[src/design/kcc_pkg.sv]
`timescale 1ns / 1ps
`default_nettype none
// ----------------------------------------------------------------------------
// kcc_pkg
// Shared types and key codes for the keypad calculator control unit.
// ----------------------------------------------------------------------------
package kcc_pkg;

    localparam int OUT_WIDTH = 32;

    // ASCII key codes
    localparam logic [7:0] KEY_ZERO  = 8'd48;
    localparam logic [7:0] KEY_NINE  = 8'd57;
    localparam logic [7:0] KEY_NONE  = 8'h6E;  // 'n'
    localparam logic [7:0] KEY_CLEAR = 8'h3F;  // '?'
    localparam logic [7:0] KEY_EQUAL = 8'h3D;  // '='
    localparam logic [7:0] KEY_ADD   = 8'h2B;  // '+'
    localparam logic [7:0] KEY_SUB   = 8'h2D;  // '-'
    localparam logic [7:0] KEY_MUL   = 8'h2A;  // '*'
    localparam logic [7:0] KEY_DIV   = 8'h2F;  // '/'

    typedef enum logic [2:0] {
        OP_NONE = 3'd0,
        OP_ADD  = 3'd1,
        OP_SUB  = 3'd2,
        OP_MUL  = 3'd3,
        OP_DIV  = 3'd4
    } t_op;

    typedef enum logic [2:0] {
        K_NONE,
        K_DIGIT,
        K_OPER,
        K_EQUAL,
        K_CLEAR,
        K_OTHER
    } t_key_kind;

    typedef struct packed {
        t_key_kind  kind;
        logic [3:0] digit;
        t_op        op;
    } t_key_info;

    typedef enum logic [1:0] {
        S_IDLE,
        S_CALC,
        S_EMIT
    } t_state;

    typedef enum logic [1:0] {
        A_IDLE,
        A_MUL,
        A_DIV,
        A_FIX
    } t_alu_state;

endpackage : kcc_pkg
`default_nettype wire

[src/design/kcc_key_dec.sv]
`timescale 1ns / 1ps
`default_nettype none
// ----------------------------------------------------------------------------
// kcc_key_dec
// Classify one ASCII key into digit, operator, equals, clear, none or other.
// ----------------------------------------------------------------------------
module kcc_key_dec
    import kcc_pkg::*;
(
    input  wire logic [7:0] i_key,
    output t_key_info       o_info
);

    always_comb begin
        o_info.kind  = K_OTHER;
        o_info.digit = i_key[3:0];
        o_info.op    = OP_NONE;
        priority if (i_key >= KEY_ZERO && i_key <= KEY_NINE) begin
            o_info.kind = K_DIGIT;
        end else if (i_key == KEY_NONE) begin
            o_info.kind = K_NONE;
        end else if (i_key == KEY_CLEAR) begin
            o_info.kind = K_CLEAR;
        end else if (i_key == KEY_EQUAL) begin
            o_info.kind = K_EQUAL;
        end else if (i_key == KEY_ADD) begin
            o_info.kind = K_OPER;
            o_info.op   = OP_ADD;
        end else if (i_key == KEY_SUB) begin
            o_info.kind = K_OPER;
            o_info.op   = OP_SUB;
        end else if (i_key == KEY_MUL) begin
            o_info.kind = K_OPER;
            o_info.op   = OP_MUL;
        end else if (i_key == KEY_DIV) begin
            o_info.kind = K_OPER;
            o_info.op   = OP_DIV;
        end else begin
            o_info.kind = K_OTHER;
        end
    end

endmodule : kcc_key_dec
`default_nettype wire

[src/design/kcc_alu.sv]
`timescale 1ns / 1ps
`default_nettype none
// ----------------------------------------------------------------------------
// kcc_alu
// Arithmetic unit: registered add/sub, bit-serial shift-add multiply and
// bit-serial restoring divide (truncating toward zero), one bit per cycle.
// ----------------------------------------------------------------------------
module kcc_alu
    import kcc_pkg::*;
#(
    parameter int WORD_WIDTH = 32
) (
    input  wire logic                  i_clk,
    input  wire logic                  i_rst_n,
    input  wire logic                  i_start,
    input  wire t_op                   i_op,
    input  wire logic [WORD_WIDTH-1:0] i_left,
    input  wire logic [WORD_WIDTH-1:0] i_right,
    output logic                       o_done,
    output logic [WORD_WIDTH-1:0]      o_result
);

    localparam int CW = $clog2(WORD_WIDTH + 1);

    t_alu_state            r_state, n_state;
    t_op                   r_op;
    logic [CW-1:0]         r_cnt;
    logic [WORD_WIDTH-1:0] r_a;    // multiplicand / dividend-quotient shifter
    logic [WORD_WIDTH-1:0] r_b;    // multiplier shifter / divisor
    logic [WORD_WIDTH-1:0] r_acc;  // product / partial remainder
    logic                  r_neg;
    logic [WORD_WIDTH-1:0] r_res;
    logic                  r_done;

    logic [WORD_WIDTH+1:0] w_trial;
    logic [WORD_WIDTH-1:0] w_mag_l, w_mag_r;

    assign w_trial = {1'b0, r_acc, r_a[WORD_WIDTH-1]} - {2'b00, r_b};
    assign w_mag_l = i_left[WORD_WIDTH-1]  ? (~i_left + 1'b1)  : i_left;
    assign w_mag_r = i_right[WORD_WIDTH-1] ? (~i_right + 1'b1) : i_right;

    // next state
    always_comb begin
        n_state = r_state;
        unique case (r_state)
            A_IDLE: begin
                if (i_start && i_op == OP_MUL) begin
                    n_state = A_MUL;
                end else if (i_start && i_op == OP_DIV) begin
                    n_state = A_DIV;
                end
            end
            A_MUL, A_DIV: begin
                if (r_cnt == CW'(1)) begin
                    n_state = A_FIX;
                end
            end
            A_FIX:   n_state = A_IDLE;
            default: n_state = A_IDLE;
        endcase
    end

    always_ff @(posedge i_clk) begin
        if (!i_rst_n) begin
            r_state <= A_IDLE;
            r_done  <= 1'b0;
        end else begin
            r_state <= n_state;
            r_done  <= 1'b0;
            unique case (r_state)
                A_IDLE: begin
                    if (i_start && (i_op == OP_ADD || i_op == OP_SUB)) begin
                        r_done <= 1'b1;
                    end
                end
                A_FIX:   r_done <= 1'b1;
                default: r_done <= 1'b0;
            endcase
        end
    end

    // datapath
    always_ff @(posedge i_clk) begin
        unique case (r_state)
            A_IDLE: begin
                if (i_start) begin
                    r_op  <= i_op;
                    r_cnt <= CW'(WORD_WIDTH);
                    r_acc <= '0;
                    r_neg <= i_left[WORD_WIDTH-1] ^ i_right[WORD_WIDTH-1];
                    unique case (i_op)
                        OP_ADD: r_res <= i_left + i_right;
                        OP_SUB: r_res <= i_left - i_right;
                        OP_MUL: begin
                            r_a <= i_left;
                            r_b <= i_right;
                        end
                        OP_DIV: begin
                            r_a <= w_mag_l;
                            r_b <= w_mag_r;
                        end
                        default: r_res <= r_res;
                    endcase
                end
            end
            A_MUL: begin
                if (r_b[0]) begin
                    r_acc <= r_acc + r_a;
                end
                r_a   <= {r_a[WORD_WIDTH-2:0], 1'b0};
                r_b   <= {1'b0, r_b[WORD_WIDTH-1:1]};
                r_cnt <= r_cnt - 1'b1;
            end
            A_DIV: begin
                if (!w_trial[WORD_WIDTH+1]) begin
                    r_acc <= w_trial[WORD_WIDTH-1:0];
                    r_a   <= {r_a[WORD_WIDTH-2:0], 1'b1};
                end else begin
                    r_acc <= {r_acc[WORD_WIDTH-2:0], r_a[WORD_WIDTH-1]};
                    r_a   <= {r_a[WORD_WIDTH-2:0], 1'b0};
                end
                r_cnt <= r_cnt - 1'b1;
            end
            A_FIX: begin
                if (r_op == OP_DIV) begin
                    r_res <= r_neg ? (~r_a + 1'b1) : r_a;
                end else begin
                    r_res <= r_acc;
                end
            end
            default: r_cnt <= r_cnt;
        endcase
    end

    assign o_done   = r_done;
    assign o_result = r_res;

endmodule : kcc_alu
`default_nettype wire

[src/design/keypad_calculator_control_unit.sv]
`timescale 1ns / 1ps
`default_nettype none
// ----------------------------------------------------------------------------
// keypad_calculator_control_unit
// Four-function keypad calculator control: builds operands from digit keys,
// latches an operator, and evaluates on equals with chaining.
// ----------------------------------------------------------------------------
//  channel | handshake          | payload
//  --------+--------------------+------------------------------------------
//  key in  | i_valid / o_stall  | i_key
//  result  | o_valid / i_stall  | o_result, o_entry_value, o_entering_second,
//          |                    | o_result_valid, o_div_by_zero
//
//  Flow: digit, operator, clear and unknown keys are decoded, then load the
//  output register; equals with an operator runs in kcc_alu first, as a
//  registered add or subtract for + and -, or in the bit-serial shift-add
//  multiplier and restoring divider for * and /; equals with no operator or a
//  zero divisor goes straight to the output register. The no-key code gives no result.
//  Reset: synchronous, active low; clears operands, flags, accumulator and
//  the output valid.
//  Stalls: a key is taken while a previous result still waits in the output
//  register; the new result holds in S_EMIT until that register drains.
// ----------------------------------------------------------------------------
module keypad_calculator_control_unit
    import kcc_pkg::*;
#(
    parameter int WORD_WIDTH = 32
) (
    input  wire logic              i_clk,
    input  wire logic              i_rst_n,
    // key transaction
    input  wire logic              i_valid,
    output logic                   o_stall,
    input  wire logic [7:0]        i_key,
    // result transaction
    output logic                   o_valid,
    input  wire logic              i_stall,
    output logic signed [31:0]     o_result,
    output logic signed [31:0]     o_entry_value,
    output logic                   o_entering_second,
    output logic                   o_result_valid,
    output logic                   o_div_by_zero
);

    // calculator state
    t_state                r_state, n_state;
    logic                  r_second;
    t_op                   r_op;
    logic                  r_chain;
    logic                  r_locked;
    logic [WORD_WIDTH-1:0] r_first;
    logic [WORD_WIDTH-1:0] r_sec;
    logic [WORD_WIDTH-1:0] r_acc;
    logic                  r_flag_valid;
    logic                  r_flag_dz;

    // output register
    logic                  r_out_valid;
    logic [31:0]           r_out_result;
    logic [31:0]           r_out_entry;
    logic                  r_out_second;
    logic                  r_out_rvalid;
    logic                  r_out_dz;

    t_key_info             w_info;
    logic                  w_accept;
    logic                  w_out_load;
    logic                  w_alu_start;
    logic                  w_alu_done;
    logic [WORD_WIDTH-1:0] w_alu_res;
    logic [WORD_WIDTH-1:0] w_left;
    logic [WORD_WIDTH-1:0] w_entry;
    logic [WORD_WIDTH-1:0] w_entry_x10;
    logic                  w_div_zero;
    logic [31:0]           w_acc32;
    logic [31:0]           w_entry32;

    kcc_key_dec u_key_dec (
        .i_key  (i_key),
        .o_info (w_info)
    );

    kcc_alu #(
        .WORD_WIDTH (WORD_WIDTH)
    ) u_alu (
        .i_clk    (i_clk),
        .i_rst_n  (i_rst_n),
        .i_start  (w_alu_start),
        .i_op     (r_op),
        .i_left   (w_left),
        .i_right  (r_sec),
        .o_done   (w_alu_done),
        .o_result (w_alu_res)
    );

    assign w_accept   = i_valid && !o_stall;
    assign w_left     = r_chain ? r_acc : r_first;
    assign w_entry    = r_second ? r_sec : r_first;
    assign w_div_zero = (r_op == OP_DIV) && (r_sec == '0);

    // value * 10 + digit as (value << 3) + (value << 1) + digit
    assign w_entry_x10 = {w_entry[WORD_WIDTH-4:0], 3'b000}
                       + {w_entry[WORD_WIDTH-2:0], 1'b0}
                       + {{(WORD_WIDTH-4){1'b0}}, w_info.digit};

    // fit the internal word to the 32-bit result ports
    generate
        if (WORD_WIDTH >= OUT_WIDTH) begin : g_trunc
            assign w_acc32   = r_acc[OUT_WIDTH-1:0];
            assign w_entry32 = w_entry[OUT_WIDTH-1:0];
        end else begin : g_sext
            assign w_acc32   = {{(OUT_WIDTH-WORD_WIDTH){r_acc[WORD_WIDTH-1]}}, r_acc};
            assign w_entry32 = {{(OUT_WIDTH-WORD_WIDTH){w_entry[WORD_WIDTH-1]}}, w_entry};
        end
    endgenerate

    // next state
    always_comb begin
        n_state = r_state;
        unique case (r_state)
            S_IDLE: begin
                if (w_accept && w_info.kind != K_NONE) begin
                    if (w_info.kind == K_EQUAL && r_op != OP_NONE && !w_div_zero) begin
                        n_state = S_CALC;
                    end else begin
                        n_state = S_EMIT;
                    end
                end
            end
            S_CALC: begin
                if (w_alu_done) begin
                    n_state = S_EMIT;
                end
            end
            S_EMIT: begin
                if (w_out_load) begin
                    n_state = S_IDLE;
                end
            end
            default: n_state = S_IDLE;
        endcase
    end

    // state machine outputs
    always_comb begin
        o_stall     = (r_state != S_IDLE);
        w_out_load  = (r_state == S_EMIT) && (!r_out_valid || !i_stall);
        w_alu_start = (r_state == S_IDLE) && w_accept && (w_info.kind == K_EQUAL)
                      && (r_op != OP_NONE) && !w_div_zero;
    end

    always_ff @(posedge i_clk) begin
        if (!i_rst_n) begin
            r_state      <= S_IDLE;
            r_second     <= 1'b0;
            r_op         <= OP_NONE;
            r_chain      <= 1'b0;
            r_locked     <= 1'b0;
            r_first      <= '0;
            r_sec        <= '0;
            r_acc        <= '0;
            r_flag_valid <= 1'b0;
            r_flag_dz    <= 1'b0;
        end else begin
            r_state <= n_state;
            if (r_state == S_IDLE && w_accept && w_info.kind != K_NONE) begin
                r_flag_valid <= 1'b0;
                r_flag_dz    <= 1'b0;
                unique case (w_info.kind)
                    K_DIGIT: begin
                        if (r_second) begin
                            r_sec <= w_entry_x10;
                        end else begin
                            r_first <= w_entry_x10;
                        end
                    end
                    K_CLEAR: begin
                        r_second <= 1'b0;
                        r_first  <= '0;
                        r_sec    <= '0;
                        r_locked <= 1'b0;
                        r_chain  <= 1'b0;
                    end
                    K_EQUAL: begin
                        // release the lock; a zero divisor holds the result
                        r_locked  <= 1'b0;
                        r_flag_dz <= w_div_zero;
                    end
                    K_OPER: begin
                        if (!r_locked) begin
                            r_op     <= w_info.op;
                            r_second <= 1'b1;
                            if (r_chain) begin
                                r_sec <= '0;
                            end
                        end
                        r_locked <= 1'b1;
                    end
                    default: r_locked <= r_locked;
                endcase
            end
            if (r_state == S_CALC && w_alu_done) begin
                r_acc        <= w_alu_res;
                r_chain      <= 1'b1;
                r_flag_valid <= 1'b1;
            end
        end
    end

    // output register: load on emit, drop when downstream takes it
    always_ff @(posedge i_clk) begin
        if (!i_rst_n) begin
            r_out_valid <= 1'b0;
        end else if (w_out_load) begin
            r_out_valid <= 1'b1;
        end else if (!i_stall) begin
            r_out_valid <= 1'b0;
        end
    end

    always_ff @(posedge i_clk) begin
        if (w_out_load) begin
            r_out_result <= w_acc32;
            r_out_entry  <= w_entry32;
            r_out_second <= r_second;
            r_out_rvalid <= r_flag_valid;
            r_out_dz     <= r_flag_dz;
        end
    end

    assign o_valid           = r_out_valid;
    assign o_result          = r_out_result;
    assign o_entry_value     = r_out_entry;
    assign o_entering_second = r_out_second;
    assign o_result_valid    = r_out_rvalid;
    assign o_div_by_zero     = r_out_dz;

    // ------------------------------------------------------------------------
    // assertions
    // ------------------------------------------------------------------------
    a_done_in_calc: assert property (@(posedge i_clk) disable iff (!i_rst_n)
        w_alu_done |-> r_state == S_CALC)
        else $error("arithmetic unit finished outside of a calculation");

    a_flags_exclusive: assert property (@(posedge i_clk) disable iff (!i_rst_n)
        o_valid |-> !(o_result_valid && o_div_by_zero))
        else $error("result valid and divide by zero both set");

    a_none_key_silent: assert property (@(posedge i_clk) disable iff (!i_rst_n)
        (w_accept && i_key == KEY_NONE) |=> r_state == S_IDLE)
        else $error("no-key code started a transaction");

    a_lock_implies_second: assert property (@(posedge i_clk) disable iff (!i_rst_n)
        r_locked |-> r_second)
        else $error("operator locked while entering the first operand");

endmodule : keypad_calculator_control_unit
`default_nettype wire

[config.mk]
export PLATFORM = sky130hd
export DESIGN_NAME = keypad_calculator_control_unit
export DESIGN_NICKNAME = d
export VERILOG_FILES = /design/src/design/kcc_pkg.sv /design/src/design/kcc_key_dec.sv /design/src/design/kcc_alu.sv /design/src/design/keypad_calculator_control_unit.sv
export SDC_FILE = /design/constraint.sdc
export NUM_CORES = 1
export LEC_CHECK = 0
export CAP_MARGIN = 0
export CORE_MARGIN = 1.5
export CORE_UTILIZATION = 50
export DETAILED_ROUTE_END_ITERATION = 10
export DONT_BUFFER_PORTS = 1
export PLACE_DENSITY_LB_ADDON = 0.05
export SYNTH_ARGS = -nofsm -noshare
export SYNTH_HDL_FRONTEND = slang
export SYNTH_SLANG_ARGS = --single-unit
[constraint.sdc]
create_clock -name i_clk -period 7.2 [get_ports i_clk]
set_input_delay 1.44 -clock i_clk [delete_from_list [all_inputs] [get_ports i_clk]]
set_output_delay 1.44 -clock i_clk [all_outputs]
set_load 0.005 [all_outputs]
==> flow_summary.toml <==
[cells_and_area]
syn2layout_area_growth_pct = 8.090
num-fill-cells = 3973
final_net_count = 2548
diodes = 0
drive_gt1_share_pct = 6.886
post-route-cell-area_sq_mm = 0.02391

[yosys]
synth_area_leaders = "edfxtp_1 28%, dfxtp_1 10%, ha_1 9.2%"
synth_seq_cells = 315
syn-num-nets = 2596
yosys_warnings = 0
synth_edf_count = 205
synth.distinct_cells = 80
async_flop_share_pct = 0
ys.flop_type = "edfxtp_1"
yosysSeqAreaShare_pct = 37.79
synth.avg_cell_area_sq_um = 9.154
syn_area_sq_mm = 0.02212
yosysTopAreaCell = "edfxtp_1"
synthCells = 2416
yosys.area.top_type_share_pct = 27.83

[critical_path]
r2r-end = "u_alu.o_result[28]"
cp-endpoint = "u_alu.o_result[28]"
critPathKind = "reg -> reg"
ff2ff_setup_slack_ns = 2.26
r2r-start = "r_sec[0]"
reg2reg_depth = 17
cp.required_ns = 7.48
critPathArrivalTime_ns = 5.22
end_kind = "register"
crit_start = "r_sec[0]"
crit_path_start_kind = "register"
path_max_fanout = 5

[clock_network]
cts_buffers = 37
cts_tree = "yes"
cts_hold_buffers = 0
post-cts-setup-buffers = 0
htree_levels = 2
post_cts_resized = 0
cts_sinks = 315
path_clk_slew_ns = 0.06
clock_latency_ns = 0.56
clock_path_buffers = 3
root_buffer = "clkbuf_16"

[detailed_routing]
drc = 0
drt-pass1-iter-count = 8
routed_wl_mm = 63.35
routed_via_density = 5.926
dr.first_iter.drc_count = 1246
drtAntennaViolNets = 0
vias = 17660
wl_per_cell_um = 21.25

[sta]
tightest_slew_ns = 1.067
fin_skew_ns = 0.01956
fin_setup_tns_ns = 0
maxSlewHeadroom_pct = 28.61
hold_viol = 0
period_share_pct = 68.64
max_freq_mhz = 202.3
post-route-min-period_ns = 4.942
layout_setup_ws_ns = 2.258
grt_setup_unrepaired = "no"
finalSetupViolCount = 0
report.final.slew_viol_count = 0

[power]
ir_worst_vdd_mv = 0.1911
power_leakage_uw = 0.009392
power_density_mw_per_mm2 = 326.6

[placement]
place_hpwl_mm = 48.74
place_area_sq_mm = 0.02266
globalplace.congestion = 0.9165
portBuffers = 0
pre_cts_ws_ns = 2.322

[global_routing]
grt_use_total_pct = 28.26
grt_max_degree = 108
grt_pass1_vias = 16890
antenna_found_initial = 0
gr-total-overflow = 0
grt_pass1_wl_mm = 98.26

[floorplan]
fp.coreArea_sq_mm = 0.04336
row_count = 76
die_y_um = 213.3
dieArea_sq_mm = 0.04550
die_w_um = 213.3
io_pins = 81
start_util_pct = 51.00

[run_status]
status = "finished clean"

[job]
cap_violations = 0

[hold_path]
min_path_type = "reg -> reg"
sequential cells by signal (all words and copies together), names as in the netlist, 2 cells and up:
signal and cells:
u_alu.r_a 32, r_sec 32, u_alu.r_state 2, r_state 2, u_alu.r_cnt 6, u_alu.r_b 32
u_alu.r_acc 32, r_acc 32, u_alu.o_result 32, o_result 32, o_entry_value 32, r_first 32
r_op 3, u_alu.r_op 3
layout by cell type, fill, tap and decap left out, types with 26 or more instances in the layout:
cell type	count
nand3_1	35
nor2b_1	59
xnor2_1	125
dfxtp_1	109
nor2_1	143
a22oi_1	28
o211ai_1	37
xor2_1	101
a21o_1	65
clkbuf_16	38
ha_1	161
nor3_1	41
a21boi_0	47
mux2_2	49
or3_1	26
inv_1	94
mux2i_1	48
nand2_1	310
a21oi_1	123
edfxtp_1	205
o21ai_0	182
worst max-delay path: stages, from the launching register on:
cell and delay [ns]:
dfxtp_1 0.35, inv_1 0.10, ha_1 0.19, nor3b_1 0.50, nand2_1 0.21, nor3_1 0.43
a21oi_1 0.15, xnor2_1 0.16, ha_1 0.35, nand2_1 0.11, nor4_1 0.07, o41ai_1 0.60
a21boi_0 0.27, o41ai_2 0.61, nor2_1 0.12, o22ai_1 0.19, xor2_1 0.15, o21ai_0 0.09
stage by stage:
stage	util (%)	hold WS [ns]	power (uW)	std cells
global placement	52.25	0.4374	5799	2914
CTS	55.13	0.4581	7807	2981
finish	55.13	0.4602	7807	2981
detailed placement	52.25	0.4420	5823	2914
floorplan	-	0.4064	5072	2416
global route	55.13	0.4645	8298	2981
Yosys cell counts (all sizes together) (14+ instances only):
| master | number |
|---|---|
| o211ai | 38 |
| a22oi | 28 |
| clkbuf | 89 |
| a31oi | 14 |
| a21boi | 48 |
| or3 | 28 |
| nand3 | 35 |
| inv | 94 |
| nor2b | 59 |
| a211oi | 14 |
| a21o | 65 |
| xnor2 | 125 |
| a21oi | 127 |
| o22ai | 25 |
| o31ai | 24 |
| dfxtp | 110 |
| ha | 163 |
| nand2 | 310 |
| mux2 | 49 |
| nand4 | 15 |
| o21ai | 186 |
| buf | 21 |
| xor2 | 101 |
| nor2 | 143 |
| edfxtp | 205 |
| and2 | 22 |
| o21a | 20 |
| mux2i | 48 |
| nor3 | 42 |
how the worst min path moves through the flow:
stage	start	end	slack, ns	cells after the start
after floorplan	r_op[0]	u_alu.r_op[0]	0.41	0
after global placement	r_acc[30]	o_result[30]	0.44	0
after detailed placement	r_acc[30]	o_result[30]	0.44	0
after CTS	r_acc[30]	o_result[30]	0.46	0
after global routing	r_acc[24]	o_result[24]	0.46	0
final	r_acc[30]	o_result[30]	0.46	0
metal layers:
metal,part of all wire [%],GRT usage [%]
met3,5.9,3.751
met1,49,42.60
met4,2.0,6.727
met5,0,0
met2,43,42.69
cell type report:
type | count | area [sq um] | area share, %
Clock buffer | 52 | 1054 | 4.407
Clock inverter | 15 | 196.4 | 0.8217
Tap cell | 585 | 732.0 | 3.062
Timing Repair Buffer | 23 | 172.7 | 0.7223
Inverter | 94 | 352.8 | 1.476
Multi-Input combinational cell | 1897 | 13040 | 54.54
Sequential cell | 315 | 8359 | 34.97
logic make-up (layout without fill, tap and decap cells):
kind of cell	after synthesis	after routing	share of synthesized area, %
simple gates	733	733	15.58
compound gates	672	672	19.68
flops	315	315	37.79
xor+xnor	227	227	9.052
buf+inv	204	184	3.558
fa+ha+maj	168	168	9.674
mux	97	97	4.667
power breakdown:
| part | switching [uW] | internal, uW | total [uW] |
|---|---|---|---|
| registers | 431 | 2360 | 2790 |
| logic | 1760 | 1310 | 3070 |
| clock network | 774 | 1170 | 1950 |
Power figures use the tool's default switching activity.
